--- src/hdl/mpq_pkg.sv ---
// shared types, constants and the priority encoder of the multilevel ready queue
package mpq_pkg;

	typedef enum logic [1:0] {
		MODE_PUSH   = 2'd0,
		MODE_REMOVE = 2'd1,
		MODE_POP    = 2'd2,
		MODE_QUERY  = 2'd3
	} mode_t;

	typedef enum logic [8:0] {
		S_CLEAR  = 9'b000000001,
		S_IDLE   = 9'b000000010,
		S_FETCH  = 9'b000000100,
		S_LINK   = 9'b000001000,
		S_PUSH   = 9'b000010000,
		S_UNLINK = 9'b000100000,
		S_FIND1  = 9'b001000000,
		S_FIND2  = 9'b010000000,
		S_FIND3  = 9'b100000000
	} state_t;

	typedef struct packed {
		logic clear;
		logic accept;
		logic fetch;
		logic link;
		logic push;
		logic unlink;
		logic finish;
	} cmd_t;

	typedef struct packed {
		mode_t mode;
		logic  clear_last;
	} stat_t;

	// level search tree: three registered levels of eight-way encoders
	localparam int FAN    = 8;
	localparam int FAN_W  = 3;
	localparam int TREE_W = 512;
	localparam int N1     = TREE_W / FAN;
	localparam int N1_W   = 6;
	localparam int N2     = N1 / FAN;
	localparam int TOP_W  = 9;

	typedef struct packed {
		logic             any;
		logic [FAN_W-1:0] idx;
	} enc_t;

	function automatic enc_t enc8(input logic [FAN-1:0] v);
		enc_t r;
		r.any = 1'b0;
		r.idx = '0;
		for (int i = 0; i < FAN; i++) begin
			if (v[i]) begin
				r.any = 1'b1;
				r.idx = FAN_W'(i);
			end
		end
		return r;
	endfunction

endpackage

--- src/hdl/mpq_ctrl.sv ---
// sequencing state machine of the multilevel ready queue
module mpq_ctrl (
	input  logic            clk,
	input  logic            arst_n,
	input  logic            start,
	input  mpq_pkg::stat_t  stat,
	output mpq_pkg::cmd_t   cmd,
	output logic            busy
);

	mpq_pkg::state_t state_q;
	mpq_pkg::state_t state_nxt;

	always_comb begin
		state_nxt = state_q;
		unique case (state_q)
			mpq_pkg::S_CLEAR: begin
				if (stat.clear_last) state_nxt = mpq_pkg::S_IDLE;
			end
			mpq_pkg::S_IDLE: begin
				if (start) state_nxt = mpq_pkg::S_FETCH;
			end
			mpq_pkg::S_FETCH: begin
				unique case (stat.mode) inside
					mpq_pkg::MODE_PUSH:                     state_nxt = mpq_pkg::S_PUSH;
					mpq_pkg::MODE_REMOVE, mpq_pkg::MODE_POP: state_nxt = mpq_pkg::S_LINK;
					default:                                state_nxt = mpq_pkg::S_FIND3;
				endcase
			end
			mpq_pkg::S_LINK:   state_nxt = mpq_pkg::S_UNLINK;
			mpq_pkg::S_PUSH:   state_nxt = mpq_pkg::S_FIND1;
			mpq_pkg::S_UNLINK: state_nxt = mpq_pkg::S_FIND1;
			mpq_pkg::S_FIND1:  state_nxt = mpq_pkg::S_FIND2;
			mpq_pkg::S_FIND2:  state_nxt = mpq_pkg::S_FIND3;
			mpq_pkg::S_FIND3:  state_nxt = mpq_pkg::S_IDLE;
			default:           state_nxt = mpq_pkg::S_CLEAR;
		endcase
	end

	always_ff @(posedge clk or negedge arst_n) begin
		if (!arst_n) begin
			state_q <= mpq_pkg::S_CLEAR;
		end else begin
			state_q <= state_nxt;
		end
	end

	assign busy       = (state_q != mpq_pkg::S_IDLE);
	assign cmd.clear  = (state_q == mpq_pkg::S_CLEAR);
	assign cmd.accept = (state_q == mpq_pkg::S_IDLE) && start;
	assign cmd.fetch  = (state_q == mpq_pkg::S_FETCH);
	assign cmd.link   = (state_q == mpq_pkg::S_LINK);
	assign cmd.push   = (state_q == mpq_pkg::S_PUSH);
	assign cmd.unlink = (state_q == mpq_pkg::S_UNLINK);
	assign cmd.finish = (state_q == mpq_pkg::S_FIND3);

endmodule

--- src/hdl/mpq_dp.sv ---
// pointer stores, level bitmap, level search tree and result registers
module mpq_dp #(
	parameter int NUM_LEVELS  = 64,
	parameter int MAX_ENTRIES = 64
) (
	input  logic           clk,
	input  logic           arst_n,
	input  mpq_pkg::cmd_t  cmd,
	output mpq_pkg::stat_t stat,
	input  logic [1:0]     mode,
	input  logic [5:0]     entry_id,
	input  logic [5:0]     priority_req,
	output logic           done,
	output logic           pop_valid,
	output logic [5:0]     popped_entry,
	output logic           all_empty,
	output logic [5:0]     top_priority,
	output logic           status
);

	localparam int LW = (NUM_LEVELS > 1) ? $clog2(NUM_LEVELS) : 1;
	localparam int EW = (MAX_ENTRIES > 1) ? $clog2(MAX_ENTRIES) : 1;

	// input word
	mpq_pkg::mode_t mode_q;
	logic [5:0]     eid_q;
	logic [5:0]     pri_q;

	// stores
	logic [LW:0]   info_mem [MAX_ENTRIES];
	logic [EW-1:0] head_mem [NUM_LEVELS];
	logic [EW-1:0] tail_mem [NUM_LEVELS];
	logic [EW-1:0] next_mem [MAX_ENTRIES];
	logic [EW-1:0] prev_mem [MAX_ENTRIES];

	logic [LW:0]   info_rd_q;
	logic [EW-1:0] head_rd_q;
	logic [EW-1:0] tail_rd_q;
	logic [EW-1:0] next_rd_q;
	logic [EW-1:0] prev_rd_q;

	logic [NUM_LEVELS-1:0] level_map_q;
	logic [EW-1:0]         clr_q;

	logic [EW-1:0] e_q;
	logic [LW-1:0] lv_q;
	logic          skip_q;
	logic          pop_valid_q;
	logic [5:0]    popped_q;
	logic          status_q;

	logic [LW-1:0] top_idx_q;
	logic          top_any_q;

	// search tree
	logic [mpq_pkg::N1-1:0]    any_s1;
	logic [mpq_pkg::FAN_W-1:0] idx_s1 [mpq_pkg::N1];
	logic [mpq_pkg::N2-1:0]    any_s2;
	logic [mpq_pkg::N1_W-1:0]  idx_s2 [mpq_pkg::N2];

	logic [mpq_pkg::TREE_W-1:0] map_pad;
	mpq_pkg::enc_t              r1 [mpq_pkg::N1];
	mpq_pkg::enc_t              r2 [mpq_pkg::N2];
	mpq_pkg::enc_t              r3;
	logic [mpq_pkg::TOP_W-1:0]  top_full;
	logic [LW-1:0]              top_nxt;

	// combinational controls
	logic [EW-1:0] e_in;
	logic [LW-1:0] l_in;
	logic          eid_ok;
	logic          pri_ok;
	logic          map_hit;
	logic          push_ok;
	logic          is_head;
	logic          is_tail;
	logic [EW-1:0] e_sel;
	logic [LW-1:0] lv_sel;
	logic          rm_skip;
	logic [LW-1:0] lvl_raddr;

	logic          info_we;
	logic [EW-1:0] info_waddr;
	logic [LW:0]   info_wdata;
	logic          head_we;
	logic [LW-1:0] head_waddr;
	logic [EW-1:0] head_wdata;
	logic          tail_we;
	logic [LW-1:0] tail_waddr;
	logic [EW-1:0] tail_wdata;
	logic          next_we;
	logic [EW-1:0] next_waddr;
	logic [EW-1:0] next_wdata;
	logic          prev_we;
	logic [EW-1:0] prev_waddr;
	logic [EW-1:0] prev_wdata;

	assign e_in    = EW'(eid_q);
	assign l_in    = LW'(pri_q);
	assign eid_ok  = 32'(eid_q) < 32'(MAX_ENTRIES);
	assign pri_ok  = 32'(pri_q) < 32'(NUM_LEVELS);
	assign map_hit = level_map_q[l_in];
	assign push_ok = eid_ok && pri_ok && !info_rd_q[LW];
	assign is_head = (head_rd_q == e_q);
	assign is_tail = (tail_rd_q == e_q);
	assign e_sel   = (mode_q == mpq_pkg::MODE_REMOVE) ? e_in : head_rd_q;
	assign lv_sel  = (mode_q == mpq_pkg::MODE_REMOVE) ? info_rd_q[LW-1:0] : top_idx_q;
	assign rm_skip = !(eid_ok && info_rd_q[LW]);

	always_comb begin
		if (cmd.link) begin
			lvl_raddr = lv_sel;
		end else if (mode_q == mpq_pkg::MODE_POP) begin
			lvl_raddr = top_idx_q;
		end else begin
			lvl_raddr = l_in;
		end
	end

	always_comb begin
		info_we    = 1'b0;
		info_waddr = e_in;
		info_wdata = '0;
		head_we    = 1'b0;
		head_waddr = l_in;
		head_wdata = e_in;
		tail_we    = 1'b0;
		tail_waddr = l_in;
		tail_wdata = e_in;
		next_we    = 1'b0;
		next_waddr = tail_rd_q;
		next_wdata = e_in;
		prev_we    = 1'b0;
		prev_waddr = e_in;
		prev_wdata = tail_rd_q;
		if (cmd.clear) begin
			info_we    = 1'b1;
			info_waddr = clr_q;
		end
		if (cmd.push && push_ok) begin
			info_we    = 1'b1;
			info_wdata = {1'b1, l_in};
			tail_we    = 1'b1;
			if (map_hit) begin
				prev_we = 1'b1;
				next_we = 1'b1;
			end else begin
				head_we = 1'b1;
			end
		end
		if (cmd.unlink && !skip_q) begin
			info_we    = 1'b1;
			info_waddr = e_q;
			info_wdata = {1'b0, lv_q};
			head_waddr = lv_q;
			head_wdata = next_rd_q;
			tail_waddr = lv_q;
			tail_wdata = prev_rd_q;
			next_waddr = prev_rd_q;
			next_wdata = next_rd_q;
			prev_waddr = next_rd_q;
			prev_wdata = prev_rd_q;
			if (is_head && !is_tail) begin
				head_we = 1'b1;
			end else if (is_tail && !is_head) begin
				tail_we = 1'b1;
			end else if (!is_head && !is_tail) begin
				next_we = 1'b1;
				prev_we = 1'b1;
			end
		end
	end

	// stores, one write and one registered read each
	always_ff @(posedge clk) begin
		if (info_we) info_mem[info_waddr] <= info_wdata;
		info_rd_q <= info_mem[e_in];
	end

	always_ff @(posedge clk) begin
		if (head_we) head_mem[head_waddr] <= head_wdata;
		head_rd_q <= head_mem[lvl_raddr];
	end

	always_ff @(posedge clk) begin
		if (tail_we) tail_mem[tail_waddr] <= tail_wdata;
		tail_rd_q <= tail_mem[lvl_raddr];
	end

	always_ff @(posedge clk) begin
		if (next_we) next_mem[next_waddr] <= next_wdata;
		next_rd_q <= next_mem[e_sel];
	end

	always_ff @(posedge clk) begin
		if (prev_we) prev_mem[prev_waddr] <= prev_wdata;
		prev_rd_q <= prev_mem[e_sel];
	end

	// input word and per-operation registers
	always_ff @(posedge clk) begin
		if (cmd.accept) begin
			mode_q <= mpq_pkg::mode_t'(mode);
			eid_q  <= entry_id;
			pri_q  <= priority_req;
		end
		if (cmd.link) begin
			e_q  <= e_sel;
			lv_q <= lv_sel;
		end
	end

	always_ff @(posedge clk or negedge arst_n) begin
		if (!arst_n) begin
			level_map_q <= '0;
			clr_q       <= '0;
			skip_q      <= 1'b1;
			pop_valid_q <= 1'b0;
			popped_q    <= '0;
			status_q    <= 1'b0;
		end else begin
			if (cmd.clear) clr_q <= clr_q + 1'b1;
			if (cmd.accept) begin
				pop_valid_q <= 1'b0;
				popped_q    <= '0;
				status_q    <= 1'b0;
			end
			if (cmd.link) begin
				if (mode_q == mpq_pkg::MODE_REMOVE) begin
					skip_q   <= rm_skip;
					status_q <= rm_skip;
				end else begin
					skip_q      <= !top_any_q;
					pop_valid_q <= top_any_q;
					popped_q    <= top_any_q ? 6'(head_rd_q) : 6'd0;
				end
			end
			if (cmd.push) begin
				status_q <= !push_ok;
				if (push_ok && !map_hit) level_map_q[l_in] <= 1'b1;
			end
			if (cmd.unlink && !skip_q && is_head && is_tail) level_map_q[lv_q] <= 1'b0;
		end
	end

	// highest non-empty level, three registered encoder levels
	assign map_pad = mpq_pkg::TREE_W'(level_map_q);

	always_comb begin
		for (int g = 0; g < mpq_pkg::N1; g++) begin
			r1[g] = mpq_pkg::enc8(map_pad[g*mpq_pkg::FAN +: mpq_pkg::FAN]);
		end
		for (int h = 0; h < mpq_pkg::N2; h++) begin
			r2[h] = mpq_pkg::enc8(any_s1[h*mpq_pkg::FAN +: mpq_pkg::FAN]);
		end
	end

	assign r3       = mpq_pkg::enc8(any_s2);
	assign top_full = {r3.idx, idx_s2[r3.idx]};
	assign top_nxt  = LW'(top_full);

	always_ff @(posedge clk or negedge arst_n) begin
		if (!arst_n) begin
			any_s1    <= '0;
			any_s2    <= '0;
			top_idx_q <= '0;
			top_any_q <= 1'b0;
			for (int g = 0; g < mpq_pkg::N1; g++) idx_s1[g] <= '0;
			for (int h = 0; h < mpq_pkg::N2; h++) idx_s2[h] <= '0;
		end else begin
			for (int g = 0; g < mpq_pkg::N1; g++) begin
				any_s1[g] <= r1[g].any;
				idx_s1[g] <= r1[g].idx;
			end
			for (int h = 0; h < mpq_pkg::N2; h++) begin
				any_s2[h] <= r2[h].any;
				idx_s2[h] <= {r2[h].idx, idx_s1[{mpq_pkg::FAN_W'(h), r2[h].idx}]};
			end
			top_idx_q <= top_nxt;
			top_any_q <= r3.any;
		end
	end

	// result word
	always_ff @(posedge clk or negedge arst_n) begin
		if (!arst_n) begin
			done         <= 1'b0;
			pop_valid    <= 1'b0;
			popped_entry <= '0;
			all_empty    <= 1'b1;
			top_priority <= '0;
			status       <= 1'b0;
		end else begin
			done <= cmd.finish;
			if (cmd.finish) begin
				pop_valid    <= pop_valid_q;
				popped_entry <= popped_q;
				all_empty    <= !r3.any;
				top_priority <= 6'(top_nxt);
				status       <= status_q;
			end
		end
	end

	assign stat.mode       = mode_q;
	assign stat.clear_last = (clr_q == EW'(MAX_ENTRIES - 1));

endmodule

--- src/hdl/multilevel_priority_ready_queue_top.sv ---
// top level of the multilevel priority ready queue
// the next word is taken in the cycle that done is high, one word at a time
// a push does one store read and one write, a remove or pop two store reads and one
// write, then the level search follows; a query the store read and only the last search step
// after reset the entry store is swept with busy high; done is a one-cycle strobe and
// the receiver cannot stall
module multilevel_priority_ready_queue_top #(
	parameter int NUM_LEVELS  = 64,
	parameter int MAX_ENTRIES = 64
) (
	input  logic       clk,
	input  logic       arst_n,
	input  logic       start,
	output logic       busy,
	input  logic [1:0] mode,
	input  logic [5:0] entry_id,
	input  logic [5:0] priority_req,
	output logic       done,
	output logic       pop_valid,
	output logic [5:0] popped_entry,
	output logic       all_empty,
	output logic [5:0] top_priority,
	output logic       status
);

	mpq_pkg::cmd_t  cmd;
	mpq_pkg::stat_t stat;

	mpq_ctrl u_ctrl (
		.clk    (clk),
		.arst_n (arst_n),
		.start  (start),
		.stat   (stat),
		.cmd    (cmd),
		.busy   (busy)
	);

	mpq_dp #(
		.NUM_LEVELS  (NUM_LEVELS),
		.MAX_ENTRIES (MAX_ENTRIES)
	) u_dp (
		.clk          (clk),
		.arst_n       (arst_n),
		.cmd          (cmd),
		.stat         (stat),
		.mode         (mode),
		.entry_id     (entry_id),
		.priority_req (priority_req),
		.done         (done),
		.pop_valid    (pop_valid),
		.popped_entry (popped_entry),
		.all_empty    (all_empty),
		.top_priority (top_priority),
		.status       (status)
	);

	a_done_single: assert property (@(posedge clk) disable iff (!arst_n)
		done |=> !done)
		else $error("done held for more than one cycle");

	a_done_idle: assert property (@(posedge clk) disable iff (!arst_n)
		done |-> !busy)
		else $error("done while busy");

	a_accept_busy: assert property (@(posedge clk) disable iff (!arst_n)
		(start && !busy) |=> busy)
		else $error("accepted word did not raise busy");

	a_empty_top: assert property (@(posedge clk) disable iff (!arst_n)
		(done && all_empty) |-> (top_priority == 6'd0))
		else $error("empty queue with nonzero top priority");

endmodule

--- config.mk ---
export PLATFORM = sky130hd
export DESIGN_NAME = multilevel_priority_ready_queue_top
export DESIGN_NICKNAME = d
export VERILOG_FILES = /design/src/hdl/mpq_pkg.sv /design/src/hdl/mpq_ctrl.sv /design/src/hdl/mpq_dp.sv /design/src/hdl/multilevel_priority_ready_queue_top.sv
export SDC_FILE = /design/constraint.sdc
export NUM_CORES = 2
export LEC_CHECK = 0
export BUFFER_PORTS_ARGS = -buffer_cell sky130_fd_sc_hd__buf_2
export CAP_MARGIN = 10
export CORE_MARGIN = 1
export CORE_UTILIZATION = 55
export DETAILED_ROUTE_END_ITERATION = 6
export GPL_TIMING_DRIVEN = 0
export PLACE_DENSITY = 0.7
export SLEW_MARGIN = 10
export SYNTH_ARGS = -nofsm -noshare
export SYNTH_HDL_FRONTEND = slang
export SYNTH_SLANG_ARGS = --single-unit
--- constraint.sdc ---
create_clock -name clk -period 6.2 [get_ports clk]
set_input_delay 0.93 -clock clk [delete_from_list [all_inputs] [get_ports clk]]
set_output_delay 0.93 -clock clk [all_outputs]
set_load 0.005 [all_outputs]
==> impl_results.md <==
- Critical Setup Path Class: flip-flop to flip-flop
- Distinct cells, synth: 85
- Most frequent cells after synthesis: 2010 x edfxtp_1, 977 x nand2_1, 319 x clkbuf_1, 314 x nor2_1, 234 x nand3_1
- Top cells by area, synth: edfxtp_1 67%, mux4_2 4.7%, dfrtp_1 4.1%
- Average wire per standard cell: 31.1 um
- Synth Area in XOR/XNOR: 0.00194
- Clock group share of total power: 0.370
- Share of the synthesized area in the top cell type: 0.670
- Async SR Flop Fraction: 0.0685
- Final ANT Viol Nets: 0
- Register area share after synthesis: 0.718
- Vias: 59100
- Vias per Instance: 6.64
- Final Hold Viols: 0
- Post-Synth Adder-Cell Area: 0.000694
- Site Rows: 148
- Die Ht: 407 um
- Failing checks: DRC
- Critical path endpoint category: flip-flop
- DRC errors left: 3
- Layout cells sized above 1: 0.125
- Die X-Extent: 407 um
- LEAKAGE: 33.2 nW
- Sw Share: 0.280
- CTS tree: done
- Tot GR Track Use: 0.334
- 1st-pass router iterations: 7
- Slew @ Worst Pin: 1410 ps
- Hold Path Depth: 1
- Clk_lat worst skew: 860 ps
- Dpl hpwl: 191 mm
- Synth Warn #: 0
- Initial antenna violation count: 16
- Port bufs: 33
- H-tree levels: 4
- Count of final setup violators: 0
- Flop2flop setup slack: 120 ps
- Final WS setup: 125 ps
- Number of DRC markers in iteration 0: 9251
- Final wirelength: 276 mm
- Comb pwr share: 0.149
- PwrDens: 348 nW/um2
- Most area-hungry cell type in the Yosys netlist: edfxtp_1
- Worst-path clk slew: 60 ps
- RR Startpoint: u_dp.mode_q[1]
- Ports: 34
- Slew Viols, Final: 0
- EDFF count, synth: 2010
- Main combinational cell family by area after synthesis: simple AND/OR/NAND/NOR gates
- Most frequent cell after synthesis: edfxtp_1
- P&R area growth vs syn: 12.3%
- Internal power consumption: 25.3 mW
- Simple-gate area share of the yosys netlist: 0.109
- Hold_ws: 248 ps
- CORE AREA: 163000 um2
- CTS sink count: 2191
- Postcts setup bufs: 0
- Total congestion overflow: 0
- Net switching power: 9.84 mW
- Crit path launch type: flip-flop
- Max Buffers Root-to-Sink: 3
- Clk root buf: clkbuf_16
- Compound-Gate Fraction of Synth Area: 0.0814
- Die area: 165000 um2
- Setup crit end: u_dp.tail_rd_q[2]
- Initial Utilization: 0.554
- Global-route wire length before repair: 393 mm
- Crit path DAT: 6650 ps
- Maximum VDD drop: 0.331 mV
- Status: finished with violations
- Critical Path RT: 6770 ps
- Total CTS buffers: 213
- Synth Flop Type: edfxtp_1
- Worst Reg-to-Reg Cells: 12
- Seq pwr share: 0.481
- Synthesis-stage register bit count: 2191
- Max Cap Viol: 0
- Peak Freq: 165 MHz
- Worst Path Max Fanout: 10
- Crit path from: u_dp.mode_q[1]
- Post-Syn Area: 90100 um2
- Syn nets: 6258
- Pre-CTS setup slack: 484 ps
- RSZ-0062 raised after global routing: false
- Max_slew headroom: 0.0503
- Pin count of the biggest net entering global routing: 116
- Routability Congestion: 0.986
- Syn Area/Cell: 14.5 um2
- R2R Path End: u_dp.tail_rd_q[2]
- Clock Skews: 31.4 ps
- Cells after synthesis: 6236
- Layout Nets: 6554
- Period utilization: 0.980
- Post-synthesis mux area share: 0.0670
- Final Critical Period: 6080 ps
- Number of global-route vias before repair: 56600
- Hold Path Class: input port to flip-flop
state kept, by name, summed over array words and instances, names as in the netlist, 8 cells and up:
name	flops
u_dp.idx_s1	24
u_dp.info_mem	448
u_dp.tail_mem	384
u_dp.level_map_q	64
u_dp.next_mem	384
u_dp.head_mem	384
u_dp.any_s1	8
u_dp.prev_mem	384
u_ctrl.state_q	9
how the worst min path moves through the flow:
stage / start / endpoint / slack, ps
after CTS: entry_id[4] / u_dp.e_in[4] / 200
after detailed placement: u_dp.any_s2[0] / u_dp.top_any_q / 360
after global routing: entry_id[1] / u_dp.e_in[1] / 220
after global placement: u_dp.any_s2[0] / u_dp.top_any_q / 360
final: entry_id[1] / u_dp.e_in[1] / 250
after floorplan: u_dp.any_s2[0] / u_dp.top_any_q / 350
routing by layer:
layer | routed length, um | global-route usage | vias to the layer above
met5 | 127 | 0 | -
li1 | - | - | 24700
met4 | 17700 | 0.184 | 18
met1 | 99300 | 0.432 | 29400
met3 | 32500 | 0.0836 | 884
met2 | 127000 | 0.519 | 4100
power by group through the flow:
stage / logic, mW / registers, mW / clock network (mW)
5_1_grt: 5.41 / 16.9 / 13.6
4_1_cts: 5.06 / 16.9 / 13.0
2_1_floorplan: 2.88 / 17.1 / 0
3_5_place_dp: 5.03 / 17.2 / 0
6_report: 5.25 / 16.9 / 13.0
3_3_place_gp: 4.85 / 17.3 / 0
logic make-up after synthesis:
logic type / Yosys count
xor gates and xnor gates: 20
DFF: 2191
buffers and inverters: 488
muxes: 365
AOI/OAI and AO/OA: 1034
and+or+nand+nor: 2133
adders and majority gates: 5
metrics by stage:
step	total power, mW	std cells	TNS (ps)	util	area [um2]
final	35.2	8902	0	0.622	101000
after global routing	35.9	8895	0	0.622	101000
after CTS	35.0	8891	0	0.621	101000
after detailed placement	22.2	8487	0	0.578	94100
after global placement	22.1	8444	-2641110	0.571	93000
after floorplan	20.0	6236	0	-	90100
cells in the final DEF (no fill, tap or decap), drive strengths merged, types with 12 or more instances in the layout:
cell type,count
a211o,43
a211oi,79
a21boi,75
a21oi,208
a22oi,57
a311o,23
a311oi,123
a31oi,93
a41oi,13
and2,26
and3,224
buf,205
bufinv,16
clkbuf,596
clkinv,92
clkinvlp,12
dfrtp,147
dfxtp,31
edfxtp,2010
inv,50
mux2,27
mux2i,150
mux4,188
nand2,985
nand2b,15
nand3,234
nand3b,20
nand4,22
nor2,320
nor3,178
nor4,37
nor4b,14
o2111ai,32
o211ai,64
o21a,18
o21ai,98
o311a,13
o311ai,12
o31ai,13
critical path, cell delays in order, from the launching register on:
cell	delay, ps
edfxtp_1	460
inv_1	110
ha_1	150
clkbuf_1	470
buf_2	390
mux2i_1	480
a21oi_1	80
mux2i_1	860
nand2b_1	270
clkbuf_1	470
o2111ai_1	420
nor3_1	1150
nand4_1	460
what timing repair did:
action / CTS / global route
hold buffers: 1 / 0
gates resized for setup: 0 / 0
endpoints found under the setup margin: 0 / 0
hold endpoints to repair: 32 / 0
layout make-up:
cell class	instances	area [um2]
diodes	7	17.5
fillers	11900	61500
well taps	2175	2720
repair buffers	81	898
plain buffers	448	1850
flip-flops and latches	2191	64700
clock inverters	130	1290
multi-input cells	3557	23800
inverters	40	170
clock buffers	273	5750
No activity file was read; power rests on OpenSTA's default activity.
